## src/rtl/core/qph_pkg.sv

```systemverilog
// Shared types and constants for the quadratic probe hash table.
package qph_pkg;

  localparam int SLOT_COUNT = 1024;
  localparam int SLOT_W     = $clog2(SLOT_COUNT);
  localparam int SIZE_W     = SLOT_W + 1;
  localparam int KEY_W      = 31;
  localparam int CNT_W      = 32;
  localparam int BIT_W      = $clog2(KEY_W);

  localparam logic [SIZE_W-1:0] SIZE_MIN   = SIZE_W'(2);
  localparam logic [SIZE_W-1:0] SIZE_MAX   = SIZE_W'(SLOT_COUNT);
  localparam logic [SIZE_W-1:0] SIZE_RESET = SIZE_W'(1024);

  localparam logic [1:0] ACT_INSERT = 2'd0;
  localparam logic [1:0] ACT_SEARCH = 2'd1;
  localparam logic [1:0] ACT_CLEAR  = 2'd2;

  typedef struct packed {
    logic [1:0]       action;
    logic [KEY_W-1:0] key;
  } in_item_t;

  typedef struct packed {
    logic              success;
    logic [SLOT_W-1:0] slot_index;
    logic              table_full;
    logic [CNT_W-1:0]  collision_total;
  } out_item_t;

  typedef struct packed {
    logic             used;
    logic [KEY_W-1:0] key;
  } slot_entry_t;

  typedef struct packed {
    logic              en;
    logic [SLOT_W-1:0] addr;
    slot_entry_t       data;
  } mem_wr_t;

endpackage

```

## src/rtl/core/qph_modadd.sv

```systemverilog
// Shared modular adder: y = (a + b + cin) mod m, for a + b + cin below 2*m.
module qph_modadd import qph_pkg::*; (
  input  logic [SLOT_W-1:0] a,
  input  logic [SLOT_W-1:0] b,
  input  logic              cin,
  input  logic [SIZE_W-1:0] m,
  output logic [SLOT_W-1:0] y
);

  logic [SLOT_W+1:0] sum;
  logic [SLOT_W+1:0] diff;

  always_comb begin
    sum  = {2'b00, a} + {2'b00, b} + {{(SLOT_W+1){1'b0}}, cin};
    diff = sum - {1'b0, m};
    if (sum >= {1'b0, m}) begin
      y = diff[SLOT_W-1:0];
    end else begin
      y = sum[SLOT_W-1:0];
    end
  end

endmodule

```

## config.mk

```make
export PLATFORM = sky130hd
export DESIGN_NAME = qph_modadd
export DESIGN_NICKNAME = d
export VERILOG_FILES = /design/src/rtl/core/qph_pkg.sv /design/src/rtl/core/qph_modadd.sv
export SDC_FILE = /design/constraint.sdc
export NUM_CORES = 1
export LEC_CHECK = 0
export BUFFER_PORTS_ARGS = -buffer_cell sky130_fd_sc_hd__buf_2
export CAP_MARGIN = 20
export CORE_MARGIN = 2
export CORE_UTILIZATION = 56
export DETAILED_ROUTE_END_ITERATION = 7
export PLACE_DENSITY = 0.95
export RECOVER_POWER = 100
export SLEW_MARGIN = 25
export SYNTH_ARGS = -nofsm -noshare
export SYNTH_HDL_FRONTEND = slang
export SYNTH_SLANG_ARGS = --single-unit
```

## constraint.sdc

```tcl
create_clock -name vclk -period 13.5
set_input_delay 2.7 -clock vclk [all_inputs]
set_output_delay 2.7 -clock vclk [all_outputs]
set_load 0.02 [all_outputs]
```

==> out/results.tsv, run 1 <==
stage	metric	value	unit
flow_run	Max Cap Violations	0	
run_status	status	finished, final reports clean	
logic_synthesis	yosys warns	0	
power	combinational fraction of design power	100.0	%
setup_path	Crit path top cell by count	nand2_1	
power	Pwr Density	102	mW/mm2
layout	post-synthesis to final-layout area growth	19.5	%
power	Switching Fraction	59.6	%
placement	Port Buffers	42	
layout	sequential cell count	0	
setup_path	CP Capture Type	output port	
sta	relative slew slack	64.7	%
placement	hpwl dp	2.49	mm
routing	vias per inst	5.66	
die	core area	0.00176	mm2
sta	Slew @ Worst Pin	0.528	ns
sta	fin crit share	66.4	%
placement	area post-placement	0.00130	mm2
routing	Post-DRT Antenna Nets	0	
power	leakage power	0.656	nW
power	Power, Total	131	uW
routing	WL/cell	13.5	um
logic_synthesis	sequential share of the synthesized area	0	%
grt	initial antenna violation count	0	
placement	dpl ws	4.81	ns
power	sw power	78.1	uW
layout	share of cells above drive strength 1	24.9	%
setup_path	startpoint types	input port	
layout	Final Non-Filler Cells	210	
layout	post-route design area	0.00128	mm2
power	Flop pwr share	0	%
placement	dpl cells	210	
setup_path	Critical Path RT	10.80	ns
sta	count of pins over their slew limit	0	
grt	total congestion overflow	0	
sta	minimum clock period	8.97	ns
die	Top Ports	42	
die	Starting Density	60.7	%
routing	Residual DRC	0	
grt	vias in the first global route	1142	
logic_synthesis	Yosys cell types	39	
hold_path	hold crit path type	input port to output port	
layout	Storage cell area	0	um2
logic_synthesis	Post-Syn Instances	145	
setup_path	Slowest-stage cell, CP	nand2_1	
power	Peak VDD IR	53.3	uV
setup_path	CP arrival	6.27	ns
sta	final setup vio count	0	
placement	gp weighted congestion	0.951	
layout	ant diodes	0	
setup_path	Setup CP Type	input port to output port	
clock_tree	postcts setup bufs	0	
routing	first drt pass iteration count	4	
logic_synthesis	Mapped Nets	200	
die	Die Ht	47.7	um
sta	Fin. Hold Viols	0	
sta	Fmax achieved	112	MHz
layout	# nets final	242	
routing	via count	1188	
sta	unrepaired setup endpoints after global routing	no	
setup_path	CP Max Fanout	15	
logic_synthesis	Mean Syn Cell Area	7.39	um2
logic_synthesis	synthesized cell area	0.00107	mm2
die	FP Rows	15	
clock_tree	Resized cells post-CTS	0	
grt	first-pass GRT wire length	4.51	mm
setup_path	crit-path max cell delay	0.44	ns
layout	Util after Layout	72.6	%
sta	hold_ws	5.84	ns
grt	Total Routing Usage GR	26.7	%
die	Die X	47.7	um
routing	Initial DRC Count	64	
sta	final setup margin	4.53	ns
grt	largest net degree at the start of global routing	16	
power	Clock Power Share	0	%
power	Internal	52.9	uW
clock_tree	CTS Hold Buffers Added	0	
routing	Routed WL	2.84	mm
sta	Final TNS setup	0	ns
setup_path	cells along the critical path	buf_2, fa_1, inv_1, fa_1, nor2b_1, o21ai_4, a21boi_0, mux2i_1, nand2_1, ha_1, nand2_1, o21ai_1, o2111ai_1, nand2_1, mux2_2, clkbuf_1	
layout	clk_buf instances	0	
die	die footprint	0.00228	mm2
==> cell families (layout without fill, tap and decap cells) <==
kind of cell,after synthesis,after routing,share of synthesized area (%)
compound gates,40,40,26.2
xor+xnor,14,14,11.4
fa+ha+maj,23,23,29.0
buf+inv,22,62,8.18
mux,6,6,6.19
simple gates,40,40,19.0
==> path summary, 6_finish.rpt <==
check,start,endpoint,slack (ns),cells after the start
max,a[0],y[9],4.53,16
min,m[0],y[0],5.84,4
==> critical path, delay by kind of cell <==
family	cells	cell delay [ns]
and+or+nand+nor	4	0.82
adders and majority gates	3	0.98
buffers and inverters	3	0.32
muxes	2	0.63
AOI/OAI and AO/OA	4	0.79
==> layout make-up <==
cell class	instances	area, um2
Tap cell	25	31.3
Fill cell	166	484
Timing Repair Buffer	42	200
Inverter	20	75.1
Multi-Input combinational cell	123	973
==> cell usage after synthesis (2+ instances only) <==
cell type	n	area, um2
nand3_1	4	20.0
a21oi_1	14	70.1
a21o_1	4	30.0
ha_1	20	250
nand2_1	10	37.5
xor2_1	2	17.5
a31oi_1	3	18.8
nor2_1	13	48.8
o21ai_0	2	10.0
mux2_2	4	45.0
nor2b_1	4	25.0
a21oi_2	3	26.3
fa_1	3	60.1
o21ai_1	2	10.0
nand4_1	2	12.5
o2111ai_1	2	17.5
inv_1	20	75.1
xnor2_1	12	105
==> placed cells by master, fill, tap and decap left out, drive strengths merged, types with 2 or more instances in the layout <==
| cell type | count |
|---|---|
| a211oi | 2 |
| a21boi | 2 |
| a21o | 4 |
| a21oi | 17 |
| a31oi | 3 |
| and3 | 2 |
| buf | 34 |
| clkbuf | 8 |
| fa | 3 |
| ha | 20 |
| inv | 20 |
| mux2 | 5 |
| nand2 | 11 |
| nand3 | 4 |
| nand4 | 2 |
| nor2 | 13 |
| nor2b | 5 |
| nor3 | 2 |
| o2111ai | 2 |
| o21ai | 5 |
| xnor2 | 12 |
| xor2 | 2 |
==> routing by layer <==
layer  part of all wire (%)  GRT usage, %
met4                    2.6          4.86
met2                     56          57.1
met1                     36          28.4
met3                    5.6         0.377
met5                      0             0
==> power groups by stage <==
stage	logic (mW)	clock network [mW]	registers (mW)
2_1_floorplan	0.100	0	0
3_3_place_gp	0.126	0	0
3_5_place_dp	0.132	0	0
4_1_cts	0.132	0	0
5_1_grt	0.142	0	0
6_report	0.131	0	0
Power figures use the tool's default switching activity.
==> inputs of run 2 (changes only) <==
Settings changed: ABC_AREA set to 1, CORE_UTILIZATION 56 to 50, PLACE_DENSITY 0.95 to 0.91.
Clock period 13.5 ns to 8.25 ns, I/O delays scaled along.
==> out/results.tsv, run 2 <==
stage	metric	value	unit	change
run_status	status	finished, final reports clean		
logic_synthesis	Mean Syn Cell Area	5.58	um2	-24%
power	Switching Fraction	64.5	%	+4.9 points
sta	final setup vio count	0		unchanged
logic_synthesis	count leader, synth	nand2_1		
sta	Final TNS setup	0	ns	unchanged
power	Flop pwr share	0	%	unchanged
logic_synthesis	post-synth top area share	27.9	%	+4.6 points
logic_synthesis	Synth top cells by count	nand2_1 (98), inv_1 (43), ha_1 (20)		
setup_path	CP top delay family	simple AND/OR/NAND/NOR gates		
logic_synthesis	sequential share of the synthesized area	0	%	unchanged
setup_path	Worst path depth	19		+3
grt	largest net degree at the start of global routing	11		-5
layout	post-synthesis to final-layout area growth	17.0	%	
layout	clk_buf instances	0		unchanged
sta	fin crit share	79.9	%	
placement	Port Buffers	42		unchanged
die	Die Ht	55.3	um	+16%
hold_path	WHS Path Cells	6		+2
setup_path	CP Max Fanout	10		-5
setup_path	worst path bufs/invs	5		+2
flow_run	Max Cap Violations	0		unchanged
routing	via count	1506		+27%
setup_path	startpoint types	input port		
die	die footprint	0.00306	mm2	+34%
routing	Initial DRC Count	29		-55%
placement	dpl cells	308		+47%
die	core area	0.00248	mm2	+40%
sta	Slew @ Worst Pin	0.649	ns	+0.121 ns
power	leakage power	1.02	nW	+55%
hold_path	Hold Path End	y[0]		
routing	DRT met1 WL	1.26	mm	+23%
routing	Highest Signal Layer	met3		
setup_path	Crit path top cell by count	nand2_1		
routing	Post-DRT Antenna Nets	0		unchanged
layout	commonest non-fill, non-tap cell in the layout	nand2_1		
setup_path	Slowest-stage cell, CP	nor2_1		
sta	count of pins over their slew limit	0		unchanged
logic_synthesis	main area contributors after synthesis	nand2_1 (28%), ha_1 (19%), inv_1 (12%)		
sta	relative slew slack	56.6	%	-8.2 points
grt	Total Routing Usage GR	17.9	%	-8.8 points
grt	first-pass GRT wire length	4.87	mm	+8.1%
die	FP Rows	18		+3
layout	ant diodes	0		unchanged
sta	Fmax achieved	152	MHz	
hold_path	worst hold start	m[0]		
logic_synthesis	Yosys top cell by area	nand2_1		
power	combinational fraction of design power	100.0	%	about the same
placement	gp weighted congestion	0.934		-1.8%
setup_path	cells along the critical path	buf_2, fa_1, inv_1, fa_1, o21ai_0, nand3_1, nand2_1, nand2_1, nand2_1, inv_1, ha_1, inv_1, nor2_8, nand3_1, nand3_4, nor2_1, nand2_1, nand2_1, clkbuf_1		
grt	total congestion overflow	0		unchanged
layout	most frequent cells in the layout	nand2_1 (98), inv_1 (44), buf_2 (36), ha_1 (20), nand3_1 (17)		
power	Clock Power Share	0	%	unchanged
die	Starting Density	53.2	%	-7.5 points
routing	routed length on met3	116	um	-28%
logic_synthesis	yosys warns	0		unchanged
routing	Residual DRC	0		unchanged
layout	sequential cell count	0		unchanged
routing	first drt pass iteration count	4		unchanged
layout	# nets final	335		+38%
grt	initial antenna violation count	0		unchanged
grt	vias in the first global route	1298		+14%
clock_tree	CTS Hold Buffers Added	0		unchanged
clock_tree	Resized cells post-CTS	0		unchanged
setup_path	CP Capture Type	output port		
layout	Storage cell area	0	um2	unchanged
die	Die X	55.3	um	+16%
routing	vias per inst	4.89		-14%
power	Pwr Density	142	mW/mm2	+38%
setup_path	Setup CP Type	input port to output port		
power	sw power	141	uW	+81%
setup_path	Critical Path RT	6.60	ns	-4.20 ns
setup_path	crit-path max cell delay	0.51	ns	+0.07 ns
setup_path	CP arrival	4.94	ns	-1.33 ns
layout	Final Non-Filler Cells	308		+47%
hold_path	hold crit path type	input port to output port		
sta	unrepaired setup endpoints after global routing	no		
power	Peak VDD IR	89.3	uV	+67%
placement	dpl ws	2.29	ns	-2.52 ns
routing	routed wl met2	1.50	mm	-4.6%
routing	Routed WL	2.88	mm	+1.7%
logic_synthesis	synthesized cell area	0.00132	mm2	+23%
sta	minimum clock period	6.59	ns	
logic_synthesis	Yosys cell types	24		-38%
layout	share of cells above drive strength 1	19.4	%	-5.4 points
sta	final setup margin	1.66	ns	-2.87 ns
die	Top Ports	42		unchanged
clock_tree	postcts setup bufs	0		unchanged
placement	hpwl dp	2.63	mm	+5.6%
logic_synthesis	Post-Syn Instances	236		+63%
routing	WL/cell	9.36	um	-31%
logic_synthesis	Mapped Nets	291		+46%
sta	Fin. Hold Viols	0		unchanged
power	Internal	77.5	uW	+46%
-- run 2: changes by cell type after synthesis, moves of 4 or more --
cell	before	now
a21o_1	4	0
nand2_2	1	6
nor2_4	0	4
a21oi_1	14	7
nand2_1	10	98
nand3_1	4	16
nor2b_1	4	0
inv_2	0	4
inv_1	20	43
xnor2_1	12	2
mux2_2	4	0
-- run 2: layout make-up --
| class | count | area (um2) |
|---|---|---|
| multi-input combinational | 189 | 1120 |
| fill | 256 | 936 |
| timing repair buffer | 42 | 203 |
| inverter | 47 | 176 |
| tap | 30 | 37.5 |
-- run 2: worst max path at each step --
| stage | to | slack, ns | from |
|---|---|---|---|
| final | y[7] | 1.66 | a[0] |
| after floorplan | y[5] | 2.67 | a[0] |
| after global routing | y[8] | 1.29 | a[0] |
| after global placement | y[5] | 2.36 | a[0] |
| after detailed placement | y[7] | 2.29 | a[0] |
| after CTS | y[7] | 2.29 | a[0] |
-- run 2: kinds of logic after synthesis --
group / share of synthesized area [%]
AOI/OAI and AO/OA: 4.94
xor gates and xnor gates: 4.65
adders and majority gates: 23.6
buffers and inverters: 13.4
and+or+nand+nor: 53.5
-- run 2: power groups by stage --
stage / clock (mW) / sequential [mW] / combinational (mW)
2_1_floorplan: 0 / 0 / 0.172
3_3_place_gp: 0 / 0 / 0.220
3_5_place_dp: 0 / 0 / 0.224
4_1_cts: 0 / 0 / 0.225
5_1_grt: 0 / 0 / 0.246
6_report: 0 / 0 / 0.218
-- run 2: per-stage QoR --
stage	hold WS (ns)	util [%]	area, um2	total power, mW
global placement	3.80	63.2	1570	0.220
CTS	3.81	63.2	1570	0.225
detailed placement	3.81	63.2	1570	0.224
floorplan	3.64	-	1320	0.172
finish	3.80	62.2	1540	0.218
global route	3.84	62.2	1540	0.246
-- run 2: metal layers --
layer	vias up	global-route usage, %
li1	810	-
met1	665	22.7
met2	31	35.5
met3	0	0
met4	0	0
met5	-	0
==> inputs of run 3 (changes only) <==
Settings changed: CORE_UTILIZATION 50 to 55, PLACE_DENSITY 0.91 to 0.94.
Clock period 8.25 ns to 6.75 ns, I/O delays scaled along.
==> out/results.tsv, run 3 (synthesis results as in run 2) <==
stage	metric	value	unit	change
run_status	status	finished, final reports clean		
die	Die X	52.9	um	-4.3%
layout	share of cells above drive strength 1	22.3	%	+2.9 points
grt	Total Routing Usage GR	21.1	%	+3.2 points
routing	WL/cell	9.51	um	+1.6%
sta	Fmax achieved	168	MHz	
setup_path	CP arrival	4.59	ns	-0.35 ns
power	Switching Fraction	63.7	%	-0.83 points
layout	# nets final	335		unchanged
sta	Final TNS setup	0	ns	unchanged
flow_run	Max Cap Violations	0		unchanged
setup_path	Crit path top cell by count	nand2_1		
power	combinational fraction of design power	100.0	%	about the same
layout	sequential cell count	0		unchanged
grt	first-pass GRT wire length	4.67	mm	-4.1%
layout	Storage cell area	0	um2	unchanged
setup_path	cells along the critical path	buf_2, fa_1, inv_1, fa_1, o21ai_2, nand3_1, nand2_1, a21oi_1, o21bai_1, ha_1, nand2_2, o21ai_1, nor2_1, nand3_4, nor2_1, nand2_1, nand2_1, buf_2		
clock_tree	postcts setup bufs	0		unchanged
sta	count of pins over their slew limit	0		unchanged
layout	commonest non-fill, non-tap cell in the layout	nand2_1		
sta	Slew @ Worst Pin	0.748	ns	+0.0989 ns
die	core area	0.00223	mm2	-9.8%
die	Die Ht	52.9	um	-4.3%
layout	post-synthesis to final-layout area growth	17.5	%	
placement	Port Buffers	42		unchanged
power	Pwr Density	176	mW/mm2	+24%
power	Clock Power Share	0	%	unchanged
grt	largest net degree at the start of global routing	11		unchanged
hold_path	hold crit path type	input port to output port		
power	Peak VDD IR	99.2	uV	+11%
routing	vias per inst	4.90		+0.19%
layout	Util after Layout	69.3	%	+7.1 points
grt	initial antenna violation count	0		unchanged
setup_path	CP Max Fanout	10		unchanged
layout	post-route design area	0.00155	mm2	+0.41%
sta	unrepaired setup endpoints after global routing	no		
sta	fin crit share	88.0	%	
setup_path	Setup CP Type	input port to output port		
power	Internal	98.6	uW	+27%
grt	vias in the first global route	1203		-7.3%
setup_path	CP Capture Type	output port		
layout	# fillers	231		-9.8%
die	Top Ports	42		unchanged
die	FP Rows	17		-1
die	Starting Density	59.0	%	+5.8 points
routing	Routed WL	2.91	mm	+0.94%
layout	ant diodes	0		unchanged
setup_path	startpoint types	input port		
setup_path	Critical Path RT	5.40	ns	-1.20 ns
clock_tree	Resized cells post-CTS	0		unchanged
routing	via count	1499		-0.46%
sta	Fin. Hold Viols	0		unchanged
power	sw power	173	uW	+23%
sta	final setup vio count	0		unchanged
routing	first drt pass iteration count	4		unchanged
setup_path	crit-path max cell delay	0.58	ns	+0.07 ns
die	die footprint	0.00280	mm2	-8.4%
routing	Initial DRC Count	29		unchanged
layout	most frequent cells in the layout	nand2_1 (98), inv_1 (43), buf_2 (42), ha_1 (20), nand3_1 (16)		
power	Power, Total	272	uW	+24%
power	leakage power	1.03	nW	+1.6%
setup_path	Slowest-stage cell, CP	nor2_1		
routing	Residual DRC	0		unchanged
power	Flop pwr share	0	%	unchanged
sta	minimum clock period	5.94	ns	
clock_tree	CTS Hold Buffers Added	0		unchanged
sta	relative slew slack	49.9	%	-6.6 points
placement	hpwl dp	2.56	mm	-2.5%
routing	Post-DRT Antenna Nets	0		unchanged
grt	total congestion overflow	0		unchanged
sta	hold_ws	3.20	ns	-0.602 ns
placement	area post-placement	0.00156	mm2	-0.16%
layout	clk_buf instances	0		unchanged
placement	gp weighted congestion	0.932		-0.21%
[run 3: worst paths after layout]
path	cells past startpoint	slack (ns)	end	start
setup / recovery	18	0.81	y[6]	a[0]
hold / removal	6	3.20	y[0]	m[0]
[run 3: worst max-delay path, delay by kind of cell]
kind	cells	cell delay, ns
AO/OA/AOI/OAI	4	0.47
AND/OR/NAND/NOR	8	1.55
buffers and inverters	3	0.30
adder cells (fa/ha/maj)	3	0.89
[run 3: layer usage]
layer / part of all wire (%) / global-route usage (%) / vias up
met4: 0 / 0 / 0
met5: 0 / 0 / -
met1: 45 / 26.7 / 647
met2: 52 / 41.9 / 35
li1: - / - / 817
met3: 3.5 / 0 / 0
[run 3: through the flow]
step,setup WS (ns),instances
after floorplan,1.77,236
after global placement,1.47,306
after detailed placement,1.35,306
after CTS,1.34,306
after global routing,0.569,306
final,0.812,306
[run 3: power groups by stage]
| stage | clock network (mW) | logic (mW) | registers [mW] |
|---|---|---|---|
| 2_1_floorplan | 0 | 0.210 | 0 |
| 3_3_place_gp | 0 | 0.269 | 0 |
| 3_5_place_dp | 0 | 0.273 | 0 |
| 4_1_cts | 0 | 0.274 | 0 |
| 5_1_grt | 0 | 0.303 | 0 |
| 6_report | 0 | 0.272 | 0 |
[run 3: layout make-up]
cell class / instances / area, um2 / area share [%]
Timing Repair Buffer: 42 / 210 / 13.6
Inverter: 47 / 176 / 11.4
Multi-Input combinational cell: 189 / 1130 / 72.8
Tap cell: 28 / 35.0 / 2.26
